<file path="src/vtm_pkg.sv">
`timescale 1ns / 1ps
// ----------------------------------------------------------------------------
// Virtual timer multiplexer package
// Shared opcodes and the per-slot record type.
// ----------------------------------------------------------------------------
package vtm_pkg;

  localparam logic [1:0] OP_START   = 2'd0;
  localparam logic [1:0] OP_STOP    = 2'd1;
  localparam logic [1:0] OP_RESTART = 2'd2;
  localparam logic [1:0] OP_EXPIRE  = 2'd3;

  typedef struct packed {
    logic [31:0] period;
    logic [15:0] ticks_left;
    logic [16:0] spans_left;
    logic [15:0] rem_ticks;
    logic        periodic;
  } slot_rec_t;

endpackage

</file>
<file path="src/vtm_ram.sv">
`timescale 1ns / 1ps
// ----------------------------------------------------------------------------
// Generic RAM
// One write port and one read port with registered read data.
// ----------------------------------------------------------------------------
module vtm_ram #(
  parameter int Width = 8,
  parameter int Depth = 8
) (
  input  logic                     clk_i,
  input  logic                     we_i,
  input  logic [$clog2(Depth > 1 ? Depth : 2)-1:0] waddr_i,
  input  logic [Width-1:0]         wdata_i,
  input  logic [$clog2(Depth > 1 ? Depth : 2)-1:0] raddr_i,
  output logic [Width-1:0]         rdata_o
);

  logic [Width-1:0] mem [Depth];
  logic [Width-1:0] rdata_q;

  always_ff @(posedge clk_i) begin
    if (we_i) begin
      mem[waddr_i] <= wdata_i;
    end
    rdata_q <= mem[raddr_i];
  end

  assign rdata_o = rdata_q;

endmodule

</file>
<file path="src/virtual_timer_multiplexer.sv">
`timescale 1ns / 1ps
// A start in milliseconds passes through S_MUL, S_DIV, S_REM, S_FIX and S_SWR before
// its reply, and a start in ticks skips S_MUL; stop and restart give no reply.
// One word is handled at a time. An expiry updates every slot, reports each fired timer,
// reloads periodic ones and schedules the smallest count left, stalling on the output.
// Reset clears the running marks and engine state and sets ticks_per_ms to 33;
// slot entries that were never written read as zero.
// ----------------------------------------------------------------------------
// Virtual timer multiplexer
// Shares one compare timer among a table of one-shot and periodic timers.
// ----------------------------------------------------------------------------
module virtual_timer_multiplexer #(
  parameter int NUM_TIMERS   = 8,
  parameter int COMPARE_SPAN = 65535
) (
  input  logic        clk_i,
  input  logic        rst_ni,
  input  logic        cfg_we_i,
  input  logic [10:0] cfg_wdata_i,
  input  logic        in_valid_i,
  output logic        in_ready_o,
  input  logic [1:0]  opcode_i,
  input  logic [31:0] duration_i,
  input  logic        timer_mode_i,
  input  logic        time_unit_i,
  input  logic [2:0]  timer_id_i,
  output logic        out_valid_o,
  input  logic        out_ready_i,
  output logic [2:0]  slot_id_o,
  output logic        no_free_slot_o,
  output logic        fired_o,
  output logic        schedule_o,
  output logic        reset_counter_o,
  output logic [15:0] schedule_ticks_o,
  output logic        engine_idle_o,
  output logic        last_o
);
  import vtm_pkg::*;

  localparam int AW = (NUM_TIMERS > 1) ? $clog2(NUM_TIMERS) : 1;
  localparam logic [15:0] SPAN = 16'(COMPARE_SPAN);
  localparam logic [31:0] SPAN32 = 32'(COMPARE_SPAN);
  localparam logic [31:0] RECIP = 32'(64'h1_0000_0000 / 64'(COMPARE_SPAN));
  localparam int RW = $bits(slot_rec_t);

  typedef enum logic [12:0] {
    S_IDLE  = 13'b0000000000001,
    S_MUL   = 13'b0000000000010,
    S_DIV   = 13'b0000000000100,
    S_REM   = 13'b0000000001000,
    S_FIX   = 13'b0000000010000,
    S_SWR   = 13'b0000000100000,
    S_ARD   = 13'b0000001000000,
    S_AWR   = 13'b0000010000000,
    S_FRD   = 13'b0000100000000,
    S_FWR   = 13'b0001000000000,
    S_MRD   = 13'b0010000000000,
    S_MCHK  = 13'b0100000000000,
    S_OUT   = 13'b1000000000000
  } state_e;

  state_e state_q;
  logic [10:0] tpm_q;
  logic [NUM_TIMERS-1:0] run_q, done_q, wr_q;
  logic [15:0] cur_q;
  logic eng_q;
  logic [AW:0] idx_q;
  logic [31:0] per_q;
  logic [31:0] quo_q;
  logic [31:0] rem_q;
  logic per_mode_q;
  logic [AW-1:0] slot_q;
  logic found_q;
  logic [15:0] min_q;
  logic final_q;

  logic ov_q;
  logic [2:0] o_slot_q;
  logic o_nofree_q, o_fired_q, o_sched_q, o_rst_q, o_idle_q, o_last_q;
  logic [15:0] o_ticks_q;

  logic ram_we;
  logic [AW-1:0] ram_waddr, ram_raddr;
  slot_rec_t ram_wdata, ram_rdata;
  logic [RW-1:0] ram_rbits;

  vtm_ram #(.Width(RW), .Depth(NUM_TIMERS)) u_ram (
    .clk_i   (clk_i),
    .we_i    (ram_we),
    .waddr_i (ram_waddr),
    .wdata_i (ram_wdata),
    .raddr_i (ram_raddr),
    .rdata_o (ram_rbits)
  );

  // Lowest free slot.
  logic [AW-1:0] free_idx;
  logic          free_ok;
  always_comb begin
    free_idx = '0;
    free_ok  = 1'b0;
    for (int i = NUM_TIMERS - 1; i >= 0; i--) begin
      if (!run_q[i]) begin
        free_idx = AW'(i);
        free_ok  = 1'b1;
      end
    end
  end

  logic [AW-1:0] idx;
  assign idx = idx_q[AW-1:0];
  logic idx_end;
  assign idx_end = (idx_q == (AW+1)'(NUM_TIMERS - 1));

  // Entries that were never written read as an all-zero record.
  assign ram_rdata = wr_q[idx] ? slot_rec_t'(ram_rbits) : '0;

  // Division by the span: a reciprocal multiply gives the quotient or one
  // less, and a single compare and subtract corrects it.
  logic [63:0] recip_prod;
  assign recip_prod = 64'(per_q) * 64'(RECIP);
  logic [31:0] qspan;
  assign qspan = quo_q * SPAN32;

  // Reload values for a period (used after the divide, or after expiry).
  logic [15:0] load_ticks;
  assign load_ticks = (quo_q == '0) ? rem_q[15:0] : SPAN;

  slot_rec_t upd;
  logic      upd_done;
  always_comb begin
    upd = ram_rdata;
    upd_done = 1'b0;
    if (cur_q >= ram_rdata.ticks_left) begin
      if (ram_rdata.spans_left == '0) begin
        upd_done = 1'b1;
      end else begin
        upd.spans_left = ram_rdata.spans_left - 17'd1;
        upd.ticks_left = (upd.spans_left == '0) ? ram_rdata.rem_ticks : SPAN;
      end
    end else begin
      upd.ticks_left = ram_rdata.ticks_left - cur_q;
    end
  end

  logic accept_in;
  assign in_ready_o = (state_q == S_IDLE) && !ov_q;
  assign accept_in  = in_valid_i && in_ready_o;

  always_comb begin
    ram_we    = 1'b0;
    ram_waddr = slot_q;
    ram_raddr = idx;
    ram_wdata = ram_rdata;
    case (state_q)
      S_SWR: begin
        ram_we = 1'b1;
        ram_wdata.period = per_q;
        ram_wdata.spans_left = quo_q[16:0];
        ram_wdata.ticks_left = load_ticks;
        ram_wdata.rem_ticks = rem_q[15:0];
        ram_wdata.periodic = per_mode_q;
      end
      S_AWR: begin
        ram_we = run_q[idx];
        ram_waddr = idx;
        ram_wdata = upd;
      end
      default: ;
    endcase
  end

  always_ff @(posedge clk_i or negedge rst_ni) begin
    if (!rst_ni) begin
      state_q <= S_IDLE;
      tpm_q   <= 11'd33;
      run_q   <= '0;
      done_q  <= '0;
      wr_q    <= '0;
      cur_q   <= '0;
      eng_q   <= 1'b0;
      idx_q   <= '0;
      ov_q    <= 1'b0;
      final_q <= 1'b0;
      found_q <= 1'b0;
    end else begin
      if (cfg_we_i) begin
        tpm_q <= cfg_wdata_i;
      end
      if (ov_q && out_ready_i) begin
        ov_q <= 1'b0;
      end
      case (state_q)
        S_IDLE: begin
          if (accept_in) begin
            case (opcode_i)
              OP_START: begin
                if (!free_ok) begin
                  ov_q <= 1'b1;
                  o_slot_q <= '0; o_nofree_q <= 1'b1; o_fired_q <= 1'b0;
                  o_sched_q <= 1'b0; o_rst_q <= 1'b0; o_ticks_q <= '0;
                  o_idle_q <= 1'b0; o_last_q <= 1'b1;
                end else begin
                  slot_q <= free_idx;
                  per_mode_q <= timer_mode_i;
                  per_q <= duration_i;
                  state_q <= time_unit_i ? S_DIV : S_MUL;
                  rem_q <= '0;
                  quo_q <= '0;
                end
              end
              OP_STOP, OP_RESTART: begin
                if (32'(timer_id_i) < 32'(NUM_TIMERS)) begin
                  run_q[timer_id_i[AW-1:0]] <= (opcode_i == OP_RESTART);
                end
              end
              OP_EXPIRE: begin
                idx_q <= '0;
                done_q <= '0;
                state_q <= S_ARD;
              end
              default: ;
            endcase
          end
        end
        S_MUL: begin
          per_q <= 32'(per_q * {21'd0, tpm_q});
          state_q <= S_DIV;
        end
        S_DIV: begin
          quo_q <= recip_prod[63:32];
          state_q <= S_REM;
        end
        S_REM: begin
          rem_q <= per_q - qspan;
          state_q <= S_FIX;
        end
        S_FIX: begin
          if (rem_q >= SPAN32) begin
            quo_q <= quo_q + 32'd1;
            rem_q <= rem_q - SPAN32;
          end
          state_q <= S_SWR;
        end
        S_SWR: begin
          run_q[slot_q] <= 1'b1;
          wr_q[slot_q] <= 1'b1;
          ov_q <= 1'b1;
          o_slot_q <= 3'(slot_q); o_nofree_q <= 1'b0; o_fired_q <= 1'b0;
          o_idle_q <= 1'b0; o_last_q <= 1'b1;
          if (!eng_q || load_ticks < cur_q) begin
            cur_q <= load_ticks;
            o_sched_q <= 1'b1;
            o_rst_q <= !eng_q;
            o_ticks_q <= load_ticks;
          end else begin
            o_sched_q <= 1'b0; o_rst_q <= 1'b0; o_ticks_q <= '0;
          end
          eng_q <= 1'b1;
          state_q <= S_IDLE;
        end
        S_ARD: state_q <= S_AWR;
        S_AWR: begin
          if (run_q[idx]) wr_q[idx] <= 1'b1;
          if (run_q[idx] && upd_done) done_q[idx] <= 1'b1;
          idx_q <= idx_q + 1'b1;
          if (idx_end) begin
            idx_q <= '0;
            state_q <= S_FRD;
          end else begin
            state_q <= S_ARD;
          end
        end
        S_FRD: begin
          if (!ov_q || out_ready_i) begin
            if (done_q[idx]) begin
              ov_q <= 1'b1;
              o_slot_q <= 3'(idx); o_nofree_q <= 1'b0; o_fired_q <= 1'b1;
              o_sched_q <= 1'b0; o_rst_q <= 1'b0; o_ticks_q <= '0;
              o_idle_q <= 1'b0; o_last_q <= 1'b0;
              state_q <= S_FWR;
            end else if (idx_end) begin
              idx_q <= '0;
              found_q <= 1'b0;
              state_q <= S_MRD;
            end else begin
              idx_q <= idx_q + 1'b1;
            end
          end
        end
        S_FWR: begin
          // Periodic reload: the read data gives the period; redo the split.
          done_q[idx] <= 1'b0;
          if (ram_rdata.periodic) begin
            slot_q <= idx;
            per_q <= ram_rdata.period;
            per_mode_q <= 1'b1;
            rem_q <= '0; quo_q <= '0;
            final_q <= 1'b1;
            state_q <= S_DIV;
          end else begin
            run_q[idx] <= 1'b0;
            state_q <= S_FRD;
          end
        end
        S_MRD: state_q <= S_MCHK;
        S_MCHK: begin
          if (run_q[idx] && (!found_q || ram_rdata.ticks_left < min_q)) begin
            min_q <= ram_rdata.ticks_left;
            found_q <= 1'b1;
          end
          if (idx_end) begin
            state_q <= S_OUT;
          end else begin
            idx_q <= idx_q + 1'b1;
            state_q <= S_MRD;
          end
        end
        S_OUT: begin
          if (!ov_q || out_ready_i) begin
            ov_q <= 1'b1;
            o_slot_q <= '0; o_nofree_q <= 1'b0; o_fired_q <= 1'b0;
            o_rst_q <= 1'b0; o_last_q <= 1'b1;
            o_sched_q <= found_q;
            o_ticks_q <= found_q ? min_q : '0;
            o_idle_q <= !found_q;
            if (found_q) cur_q <= min_q; else eng_q <= 1'b0;
            state_q <= S_IDLE;
          end
        end
        default: state_q <= S_IDLE;
      endcase
      // A reload write returns to the fire scan instead of replying.
      if (state_q == S_SWR && final_q) begin
        final_q <= 1'b0;
        ov_q <= ov_q && !out_ready_i;
        cur_q <= cur_q;
        eng_q <= eng_q;
        o_slot_q <= o_slot_q; o_fired_q <= o_fired_q; o_sched_q <= o_sched_q;
        o_rst_q <= o_rst_q; o_ticks_q <= o_ticks_q; o_idle_q <= o_idle_q;
        o_last_q <= o_last_q; o_nofree_q <= o_nofree_q;
        state_q <= S_FRD;
      end
    end
  end

  assign out_valid_o      = ov_q;
  assign slot_id_o        = o_slot_q;
  assign no_free_slot_o   = o_nofree_q;
  assign fired_o          = o_fired_q;
  assign schedule_o       = o_sched_q;
  assign reset_counter_o  = o_rst_q;
  assign schedule_ticks_o = o_ticks_q;
  assign engine_idle_o    = o_idle_q;
  assign last_o           = o_last_q;

endmodule
</file>
<file path="config.mk">
export PLATFORM = sky130hd
export DESIGN_NAME = virtual_timer_multiplexer
export DESIGN_NICKNAME = d
export VERILOG_FILES = /design/src/vtm_pkg.sv /design/src/vtm_ram.sv /design/src/virtual_timer_multiplexer.sv
export SDC_FILE = /design/constraint.sdc
export NUM_CORES = 2
export LEC_CHECK = 0
export BUFFER_PORTS_ARGS = -buffer_cell sky130_fd_sc_hd__buf_2
export CAP_MARGIN = 10
export CORE_ASPECT_RATIO = 1.2
export CORE_MARGIN = 2
export CORE_UTILIZATION = 58
export DETAILED_ROUTE_END_ITERATION = 6
export PLACE_DENSITY = 0.77
export SYNTH_ARGS = -nofsm -noshare
export SYNTH_HDL_FRONTEND = slang
export SYNTH_SLANG_ARGS = --single-unit
</file>
<file path="constraint.sdc">
create_clock -name clk_i -period 6.5 [get_ports clk_i]
set_input_delay 0 -clock clk_i [delete_from_list [all_inputs] [get_ports clk_i]]
set_output_delay 0 -clock clk_i [all_outputs]
set_load 0.03 [all_outputs]
</file>
==> flow_summary.toml <==
[critical_path]
r2r_slack_ps = 100
worst-endpoint-required_ps = 6930
r2r-start = "quo_q[18]"
cp.arrival_ps = 6830
critical_path_class = "reg2reg"
path_max_fanout = 4
reg2regPathDepth = 21
end_kind = "flop"
critPathLaunchType = "flop"
crit_path_start = "quo_q[18]"

[sta]
fmax_mhz = 156.3
setup_viol = 0
finalCriticalPeriod_ps = 6398
holdWs_ps = 125.3
fin_tns_setup_ps = 0
drv_slew = 0
worst_pin_slew_ps = 1377
max_slew_margin_pct = 7.234
period_share_pct = 98.43
rsz0062_at_grt = "true"
fin_ws_ps = 102.0
final_hold_viol_count = 0
finClkSkew_ps = 65.03

[final_layout]
num-nets-final = 5868
drive_above_1_share_pct = 11.11
final_cells = 6459
area_growth_pct = 11.10

[clock_tree]
cts.sinks = 951
clk_pin_slew_ps = 70
cts_tree = "yes"
numCtsBuffers = 91
cts_buffer_depth = 3
root_buffer = "clkbuf_16"
cts.htree.levels = 3
clk_latency_ps = 710

[synth]
synth_top_family_by_area = "adder cells"
avgSynthCellArea_um2 = 11.88
synthSimpleGateAreaFrac_pct = 9.590
synth.mux.area_fraction_pct = 3.808
synth_flop_cell = "edfxtp_1"
synth_adder_area_share_pct = 21.30
synth-edff-count = 797
synthCells = 4917
async_flop_share_pct = 7.571
yosysSeqAreaShare_pct = 46.86
syn_nets = 5692
synth_compound_gate_area_share_pct = 10.36
synth_cell_type_count = 90
synth_area_mm2 = 0.05842
synth_xor_area_share_pct = 2.623
synth_warnings = 0
ys_ff_latch = 951

[hold_path]
hold_path.class = "in2reg"
whs_path_depth = 5
worstHoldStart = "opcode_i[1]"

[global_routing]
grt_util_met3_pct = 6.214
grt_pass1_wl_mm = 249.3
met1_usage_pct = 41.93
grt_max_degree = 112
antenna_found_initial = 2
use_met2_pct = 52.64
busiest_layer = "met2"
grt_util_all_layers_pct = 32.19
grt_pass1_vias = 41350
grt_overflow = 0

[floorplan]
die_area_mm2 = 0.1033
num_io_pins = 82
die_w_um = 293.7
floorplan.initialDensity_pct = 58.45
die_h_um = 351.7
core_area_mm2 = 0.09995
num_rows = 127

[detailed_routing]
drt_wl_total_mm = 165.9
num_vias = 40890
dr.pass1.iters = 6
drt_iter0_drc = 4915
wl_per_cell_um = 25.68
drc = 0
vias_per_cell = 6.331
drtAntennaViolNets = 0

[flow_run]
cap_viol_max_count = 0

[placed_design]
place_hpwl_mm = 114.6
pre_cts_slack_ps = -40.77
portBuffers = 81
place_inst = 6203
gp_congestion = 0.9576

[outcome]
status = "finished, final reports clean"
-- path summary, 6_finish.rpt --
path                              end
setup / recovery            rem_q[31]
hold / removal             state_q[2]
setup reg to reg            rem_q[31]
hold reg to reg               wr_q[2]
max in group asynchronous    idx_q[0]
min in group asynchronous    cur_q[5]
-- critical path: stages (launching register included) --
cell       delay, ps
edfxtp_1         470
buf_4            180
fa_1             580
inv_1            100
fa_1             530
inv_1             90
fa_1             520
inv_1             60
fa_1             490
fa_1             490
inv_1             50
fa_1             470
inv_1             40
ha_1             280
a211o_1          300
a2111oi_4        290
buf_4            160
nor3b_1           50
or3_1            420
a211oi_2         290
xnor2_1          180
o22ai_1          110
-- cells by family after synthesis --
logic type,Yosys count
simple gates,1180
xor+xnor,175
compound gates,890
fa+ha+maj,720
buf+inv,831
mux,170
flops,951
-- placed cells by master, fill, tap and decap left out, types with 48 or more instances in the layout --
cell / synthesis / layout
edfxtp_1: 797 / 797
inv_1: 586 / 583
nand2_1: 472 / 472
fa_1: 458 / 454
ha_1: 262 / 261
nor2_1: 209 / 195
a21oi_1: 182 / 180
o21ai_0: 171 / 169
buf_4: 3 / 162
and2_1: 136 / 137
xnor2_1: 117 / 117
nand3_1: 107 / 107
a22oi_1: 103 / 103
clkbuf_16: 0 / 91
mux2i_1: 82 / 82
dfxtp_1: 82 / 82
buf_2: 16 / 80
dlygate4sd3_1: 0 / 70
dfrtp_1: 69 / 66
xor2_1: 58 / 58
o22ai_1: 51 / 51
mux2_2: 51 / 51
a221oi_1: 48 / 48
-- final cells by class --
class / count / area (um2)
fill: 7344 / 35040
tap: 1290 / 1614
sequential: 951 / 27390
clock buffer: 124 / 2451
antenna: 1 / 2.502
clock inverter: 44 / 518.0
inverter: 587 / 2207
timing repair buffer: 327 / 2609
multi-input combinational: 3135 / 28110
-- Yosys cell counts, types with 107 or more instances --
library cell	n	share of area, %
inv_1	586	3.8
nand2_1	472	3.0
clkbuf_1	195	1.3
a21oi_1	182	1.6
fa_1	458	16
nand3_1	107	0.92
ha_1	262	5.6
o21ai_0	171	1.5
nor2_1	209	1.3
and2_1	136	1.5
edfxtp_1	797	41
xnor2_1	117	1.8
-- flip-flops by register name (all words and copies together) (netlist names), 3 cells and up, named ones only --
signal            cells
per_q                32
wr_q                  8
u_ram.mem           656
tpm_q                11
done_q                8
schedule_ticks_o     16
rem_q                32
slot_id_o             3
min_q                16
idx_q                 4
slot_q                3
cur_q                16
quo_q                32
u_ram.rdata_o        82
state_q              13
-- metrics by stage --
stage / utilization, % / instance area, um2
after floorplan: - / 58420
after global placement: 61.03 / 61000
after detailed placement: 61.03 / 61000
after CTS: 64.74 / 64710
after global routing: 64.94 / 64900
final: 64.94 / 64910
-- per-layer routing --
metal	part of all wire (%)	wire length, um
met1	37	62080
met2	48	79550
met3	9.6	15910
met4	4.9	8172
met5	0.083	138
-- repair_timing --
action | in CTS | in global routing
hold endpoints to repair | 128 | 0
hold buffers | 71 | 0
gates cloned | 0 | 0
endpoints found under the setup margin | 1 | 11
setup buffers | 2 | 13
resized for setup | 0 | 22
pin swaps | 0 | 8
Power is left out: the tool's default activity adds up to more than one toggle a clock period on the data nets, which glitch-free logic cannot reach.
